### config.mk
export PLATFORM = sky130hd
export DESIGN_NAME = string_period_finder_unit_flat
export DESIGN_NICKNAME = d
export VERILOG_FILES = /design/src/hdl/spf_pkg.sv /design/src/hdl/spf_if.sv /design/src/hdl/spf_ram.sv /design/src/hdl/string_period_finder_unit.sv /design/src/flat_wrapper.sv
export SDC_FILE = /design/constraint.sdc
export NUM_CORES = 1
export LEC_CHECK = 0
export BUFFER_PORTS_ARGS = -buffer_cell sky130_fd_sc_hd__clkbuf_2
export CORE_UTILIZATION = 33
export CTS_BUF_LIST = sky130_fd_sc_hd__clkbuf_8
export DETAILED_ROUTE_END_ITERATION = 7
export GPL_ROUTABILITY_DRIVEN = 0
export MAX_ROUTING_LAYER = met4
export PLACE_DENSITY = 0.59
export SLEW_MARGIN = 15
export SYNTH_ARGS = -nofsm -noshare
export SYNTH_HDL_FRONTEND = slang
export SYNTH_SLANG_ARGS = --single-unit
### constraint.sdc
create_clock -name clk -period 4.05 [get_ports clk]
set_clock_uncertainty 0.05 [all_clocks]
set_input_delay 0.81 -clock clk [delete_from_list [all_inputs] [get_ports clk]]
set_output_delay 0.81 -clock clk [all_outputs]
set_load 0.02 [all_outputs]
### src/hdl/spf_pkg.sv
`default_nettype none

package spf_pkg;

    localparam int CHAR_W   = 8;
    localparam int PERIOD_W = 7;

    typedef logic [CHAR_W-1:0]   char_t;
    typedef logic [PERIOD_W-1:0] period_t;

    typedef enum logic [3:0] {
        ST_IDLE = 4'b0001,
        ST_READ = 4'b0010,
        ST_CMP  = 4'b0100,
        ST_EMIT = 4'b1000
    } state_t;

endpackage

`default_nettype wire

### src/hdl/spf_if.sv
`default_nettype none

interface spf_char_if;
    logic            valid;
    logic            ready;
    spf_pkg::char_t  char_byte;
    logic            is_last;

    modport source (output valid, output char_byte, output is_last, input ready);
    modport sink   (input valid, input char_byte, input is_last, output ready);
endinterface

interface spf_period_if;
    logic             valid;
    logic             ready;
    spf_pkg::period_t period;
    logic             last_period;
    logic             overflow;

    modport source (output valid, output period, output last_period, output overflow,
                    input ready);
    modport sink   (input valid, input period, input last_period, input overflow,
                    output ready);
endinterface

`default_nettype wire

### src/hdl/spf_ram.sv
`default_nettype none

module spf_ram #(
    parameter int WIDTH  = 8,
    parameter int DEPTH  = 64,
    parameter int ADDR_W = (DEPTH > 1) ? $clog2(DEPTH) : 1
) (
    input  wire logic              clk,
    input  wire logic              we,
    input  wire logic [ADDR_W-1:0] waddr,
    input  wire logic [WIDTH-1:0]  wdata,
    input  wire logic              re,
    input  wire logic [ADDR_W-1:0] raddr,
    output logic      [WIDTH-1:0]  rdata
);

    logic [WIDTH-1:0] mem [DEPTH];

    always_ff @(posedge clk)
    begin
        if (we)
        begin
            mem[waddr] <= wdata;
        end
        if (re)
        begin
            rdata <= mem[raddr];
        end
    end

endmodule

`default_nettype wire

### src/hdl/string_period_finder_unit.sv
`default_nettype none

// String period finder. Bytes arrive one transfer per cycle on chars and are
// written into two identical character memories; the transfer with is_last set
// closes the string and starts the search, and chars stays not ready until the
// search ends. For each candidate period p = 1..n the sequencer reads the pair
// (i, i - p) for i = p..n-1, reading both memories in the read state and
// comparing the pair in the compare state, and stops a candidate at its first
// mismatch. Each period found is emitted once the sequencer sees the end of the
// walk: the emit state loads the output register, waiting while an earlier
// result is still held there and not yet taken.
// Every period is sent on periods in rising order; the last one equals n and has
// last_period set. Bytes beyond MAX_LEN are dropped and set overflow on all
// results of that string. A result may wait in the output register while the
// next string is loading.
module string_period_finder_unit #(
    parameter int MAX_LEN = 64
) (
    input  wire logic     clk,
    input  wire logic     rst_n,
    spf_char_if.sink      chars,
    spf_period_if.source  periods
);

    import spf_pkg::*;

    localparam int CW = $clog2(MAX_LEN + 1);
    localparam int AW = (MAX_LEN > 1) ? $clog2(MAX_LEN) : 1;

    state_t         state_reg, state_next;
    logic [CW-1:0]  count_reg, count_next;
    logic           ovf_reg, ovf_next;
    logic [CW-1:0]  p_reg, p_next;
    logic [CW-1:0]  i_reg, i_next;

    logic           out_valid_reg, out_valid_next;
    period_t        out_period_reg, out_period_next;
    logic           out_last_reg, out_last_next;
    logic           out_ovf_reg, out_ovf_next;

    logic           in_fire;
    logic           out_fire;
    logic           wr_en;
    logic           rd_en;
    logic [CW-1:0]  diff;
    char_t          rd_a;
    char_t          rd_b;

    assign chars.ready = (state_reg == ST_IDLE);
    assign in_fire     = chars.valid && chars.ready;
    assign out_fire    = periods.valid && periods.ready;
    assign wr_en       = in_fire && (count_reg < CW'(MAX_LEN));
    assign diff        = i_reg - p_reg;

    assign periods.valid       = out_valid_reg;
    assign periods.period      = out_period_reg;
    assign periods.last_period = out_last_reg;
    assign periods.overflow    = out_ovf_reg;

    spf_ram #(
        .WIDTH  (CHAR_W),
        .DEPTH  (MAX_LEN),
        .ADDR_W (AW)
    ) u_ram_a (
        .clk   (clk),
        .we    (wr_en),
        .waddr (count_reg[AW-1:0]),
        .wdata (chars.char_byte),
        .re    (rd_en),
        .raddr (i_reg[AW-1:0]),
        .rdata (rd_a)
    );

    spf_ram #(
        .WIDTH  (CHAR_W),
        .DEPTH  (MAX_LEN),
        .ADDR_W (AW)
    ) u_ram_b (
        .clk   (clk),
        .we    (wr_en),
        .waddr (count_reg[AW-1:0]),
        .wdata (chars.char_byte),
        .re    (rd_en),
        .raddr (diff[AW-1:0]),
        .rdata (rd_b)
    );

    always_comb
    begin
        state_next      = state_reg;
        count_next      = count_reg;
        ovf_next        = ovf_reg;
        p_next          = p_reg;
        i_next          = i_reg;
        out_valid_next  = out_fire ? 1'b0 : out_valid_reg;
        out_period_next = out_period_reg;
        out_last_next   = out_last_reg;
        out_ovf_next    = out_ovf_reg;
        rd_en           = 1'b0;

        unique case (state_reg)
            ST_IDLE:
            begin
                if (in_fire)
                begin
                    if (wr_en)
                    begin
                        count_next = count_reg + 1'b1;
                    end
                    else
                    begin
                        ovf_next = 1'b1;
                    end
                    if (chars.is_last)
                    begin
                        p_next     = CW'(1);
                        i_next     = CW'(1);
                        state_next = ST_READ;
                    end
                end
            end
            ST_READ:
            begin
                if (i_reg == count_reg)
                begin
                    state_next = ST_EMIT;
                end
                else
                begin
                    rd_en      = 1'b1;
                    state_next = ST_CMP;
                end
            end
            ST_CMP:
            begin
                if (rd_a != rd_b)
                begin
                    p_next = p_reg + 1'b1;
                    i_next = p_reg + 1'b1;
                end
                else
                begin
                    i_next = i_reg + 1'b1;
                end
                state_next = ST_READ;
            end
            ST_EMIT:
            begin
                if (!out_valid_reg || periods.ready)
                begin
                    out_valid_next  = 1'b1;
                    out_period_next = PERIOD_W'(p_reg);
                    out_last_next   = (p_reg == count_reg);
                    out_ovf_next    = ovf_reg;
                    if (p_reg == count_reg)
                    begin
                        count_next = '0;
                        ovf_next   = 1'b0;
                        state_next = ST_IDLE;
                    end
                    else
                    begin
                        p_next     = p_reg + 1'b1;
                        i_next     = p_reg + 1'b1;
                        state_next = ST_READ;
                    end
                end
            end
            default:
            begin
                state_next = ST_IDLE;
            end
        endcase
    end

    always_ff @(posedge clk or negedge rst_n)
    begin
        if (!rst_n)
        begin
            state_reg     <= ST_IDLE;
            count_reg     <= '0;
            ovf_reg       <= 1'b0;
            out_valid_reg <= 1'b0;
        end
        else
        begin
            state_reg     <= state_next;
            count_reg     <= count_next;
            ovf_reg       <= ovf_next;
            out_valid_reg <= out_valid_next;
        end
    end

    always_ff @(posedge clk)
    begin
        p_reg          <= p_next;
        i_reg          <= i_next;
        out_period_reg <= out_period_next;
        out_last_reg   <= out_last_next;
        out_ovf_reg    <= out_ovf_next;
    end

endmodule

`default_nettype wire

### src/flat_wrapper.sv
// flat-port wrapper written by rule: the top's interface ports become plain ports
module string_period_finder_unit_flat import spf_pkg::*;
#(
    parameter int MAX_LEN = 64
)
  (clk, rst_n, chars_valid, chars_char_byte, chars_is_last, chars_ready, periods_valid, periods_period, periods_last_period, periods_overflow, periods_ready);
  spf_char_if chars_i ();
  spf_period_if periods_i ();
  input  wire logic clk;
  input  wire logic rst_n;
  input wire logic [$bits(chars_i.valid)-1:0] chars_valid;
  input wire logic [$bits(chars_i.char_byte)-1:0] chars_char_byte;
  input wire logic [$bits(chars_i.is_last)-1:0] chars_is_last;
  output wire logic [$bits(chars_i.ready)-1:0] chars_ready;
  output wire logic [$bits(periods_i.valid)-1:0] periods_valid;
  output wire logic [$bits(periods_i.period)-1:0] periods_period;
  output wire logic [$bits(periods_i.last_period)-1:0] periods_last_period;
  output wire logic [$bits(periods_i.overflow)-1:0] periods_overflow;
  input wire logic [$bits(periods_i.ready)-1:0] periods_ready;
  assign chars_i.valid = chars_valid;
  assign chars_i.char_byte = chars_char_byte;
  assign chars_i.is_last = chars_is_last;
  assign chars_ready = chars_i.ready;
  assign periods_valid = periods_i.valid;
  assign periods_period = periods_i.period;
  assign periods_last_period = periods_i.last_period;
  assign periods_overflow = periods_i.overflow;
  assign periods_i.ready = periods_ready;
  string_period_finder_unit #(.MAX_LEN(MAX_LEN)) u_core (.clk(clk), .rst_n(rst_n), .chars(chars_i), .periods(periods_i));
endmodule
==> results.tsv <==
metric	value	unit
outcome	completed	
top_register	u_core.u_ram_b.mem	
synthTopCellsByArea	edfxtp_1 62%, mux4_2 23%, mux2i_1 3.3%, mux2_2 1.7%, nor2_1 1.2%	
hold_viol	0	
synth_edf_count	551	
worstSetupStartpointType	register	
maxSlewViolCount	0	
cts-root-buf	clkbuf_8	
vdd_ir_drop_max	0.000205	V
critPathMaxFanout	36	
num-fill-cells	7120	
min_from	chars_valid	
clockBufferDepth	3	
antenna_left	0	
cts.clk_slew.worst_paths	60	ps
cts-resized-gates	0	
grt_setup_unrepaired	no	
critPathRequiredTime	4450	ps
io_pins	24	
synth-async-reset-ratio	0.0230	
switching_power	3.50	mW
numPortBuffers	23	
chipHeight	286	um
cts_hold_buf	1	
grt_overflow	0	
powerDensity	433	nW/um^2
ys_ff_latch	564	
clk_latency	690	ps
cts_buffers	95	
wl_per_cell	28.0	um
firstDrtPassIters	5	
first_iter_violations	1499	
min_path_cells	3	
netlist_instances	1362	
setup_tns	0	ps
p_leak	10.2	nW
grt_usage	0.188	
r2r_cells	9	
die_w	286	um
grt_pass1_vias	15400	
worstSetupPathType	register to register	
start_util	0.336	
synth_commonest_cells	551 x edfxtp_1, 276 x mux4_2, 88 x mux2i_1, 88 x nor2_1, 42 x buf_2	
rows	103	
dp_hpwl	46.8	mm
yosysUniqueCellTypes	55	
antenna_found_initial	2	
layout-drive-gt1-share	0.380	
hold_path_class	input pin to register	
comb_power_share	0.120	
p_clk_frac	0.372	
p_sw_frac	0.264	
clock.fmax	260	MHz
drv_cap	0	
largest_reg_flops	504	
routed_wl	74.2	mm
cts_max_level	3	
setup_viol	0	
relSlewSlack	0.264	
netlist_area	26700	sq um
startpoint	u_core.p_reg[0]	
via_count	15000	
area_growth	14.7	%
rrSetupSlack	210	ps
worst_pin_slew	1100	ps
final.period_utilization	0.949	
p_seq_frac	0.507	
viasPerCell	5.67	
yosysTopAreaCell	edfxtp_1	
post_cts_buffers	0	
reg2reg_to	u_core.u_ram_b.rdata[0]	
p_int	9.77	mW
synth_fp_nets	1384	
grt_pass1_wl	108	mm
synth_top_flop_cell	edfxtp_1	
avgSynthCellArea	19.6	sq um
power	13.3	mW
synth_warnings	0	
worstReg2RegStart	u_core.p_reg[0]	
worstPathArrival	4250	ps
grt_max_degree	134	
drc	0	
yosysMostFrequentCell	edfxtp_1	
fin_nets	1538	
die_area	82100	sq um
fin_crit	3840	ps
end_kind	register	
yosys.area.top_type_share	0.620	
min_to	u_core.ovf_reg	
cts_tree	built	
clock-sinks	564	
coreArea	79500	sq um
yosysSeqAreaShare	0.632	
per-layer routing:
layer | GRT usage | wire length [um]
met5 | - | 0
met4 | 0.0656 | 2070
met3 | 0.0277 | 4970
met2 | 0.292 | 36000
met1 | 0.251 | 31200
critical path, stage by stage, from the launching register on:
cell      delay, ps
edfxtp_1        540
ha_4            230
fa_4            950
buf_12          280
buf_4           250
mux4_2          300
mux2i_1         230
mux2_2          260
mux2i_1         150
mux2_2          310
layout make-up:
cell class | instances | area (sq um) | area share
Sequential cell | 564 | 16900 | 0.551
Tap cell | 1050 | 1310 | 0.0429
Inverter | 10 | 37.5 | 0.00123
Clock inverter | 79 | 482 | 0.0157
Antenna cell | 2 | 5.00 | 0.000163
Multi-Input combinational cell | 694 | 9350 | 0.305
Timing Repair Buffer | 151 | 1200 | 0.0393
Clock buffer | 99 | 1360 | 0.0445
metrics by stage:
step / utilization / hold WS [ps] / setup WS [ps] / std cells / cell area [sq um]
after CTS: 0.385 / 327 / 202 / 2647 / 30600
final: 0.385 / 377 / 206 / 2649 / 30600
after global placement: 0.362 / 393 / 234 / 2468 / 28800
after detailed placement: 0.362 / 400 / 221 / 2468 / 28800
after global routing: 0.385 / 391 / 156 / 2649 / 30600
after floorplan: - / 375 / 270 / 1362 / 26700
power by group through the flow:
stage | sequential (mW) | combinational [mW] | clock, mW
floorplan | 6.73 | 1.02 | 0
global placement | 6.84 | 1.58 | 0
detailed placement | 6.85 | 1.59 | 0
CTS | 6.72 | 1.60 | 5.08
global route | 6.74 | 1.68 | 5.31
finish | 6.73 | 1.60 | 4.94
how the worst max path moves through the flow:
stage	endpoint	slack, ps	cells after the start
2_1_floorplan	u_core.u_ram_b.rdata[0]	270	14
3_3_place_gp	u_core.u_ram_b.rdata[0]	230	9
3_5_place_dp	u_core.u_ram_b.rdata[0]	220	9
4_1_cts	u_core.u_ram_b.rdata[0]	200	9
5_1_grt	u_core.u_ram_b.rdata[0]	160	9
6_report	u_core.u_ram_b.rdata[0]	210	9
cell families after synthesis:
kind of cell,share of synthesized area
xor+xnor,0.0127
mux,0.283
flops,0.632
compound gates,0.0178
simple gates,0.0310
buf+inv,0.0195
fa+ha+maj,0.00450
placed cells by master (no fill, tap or decap), types with 14 or more instances in the layout:
| cell type | count |
|---|---|
| inv_1 | 33 |
| o21ai_0 | 14 |
| edfxtp_1 | 551 |
| clkinv_1 | 27 |
| mux2i_1 | 88 |
| clkbuf_2 | 23 |
| buf_4 | 117 |
| clkbuf_8 | 99 |
| nand2_1 | 30 |
| mux2_2 | 40 |
| xnor2_1 | 23 |
| mux4_2 | 276 |
| nor2_1 | 88 |
| clkinv_2 | 18 |
Note: power is estimated with default switching activity, not from simulation.
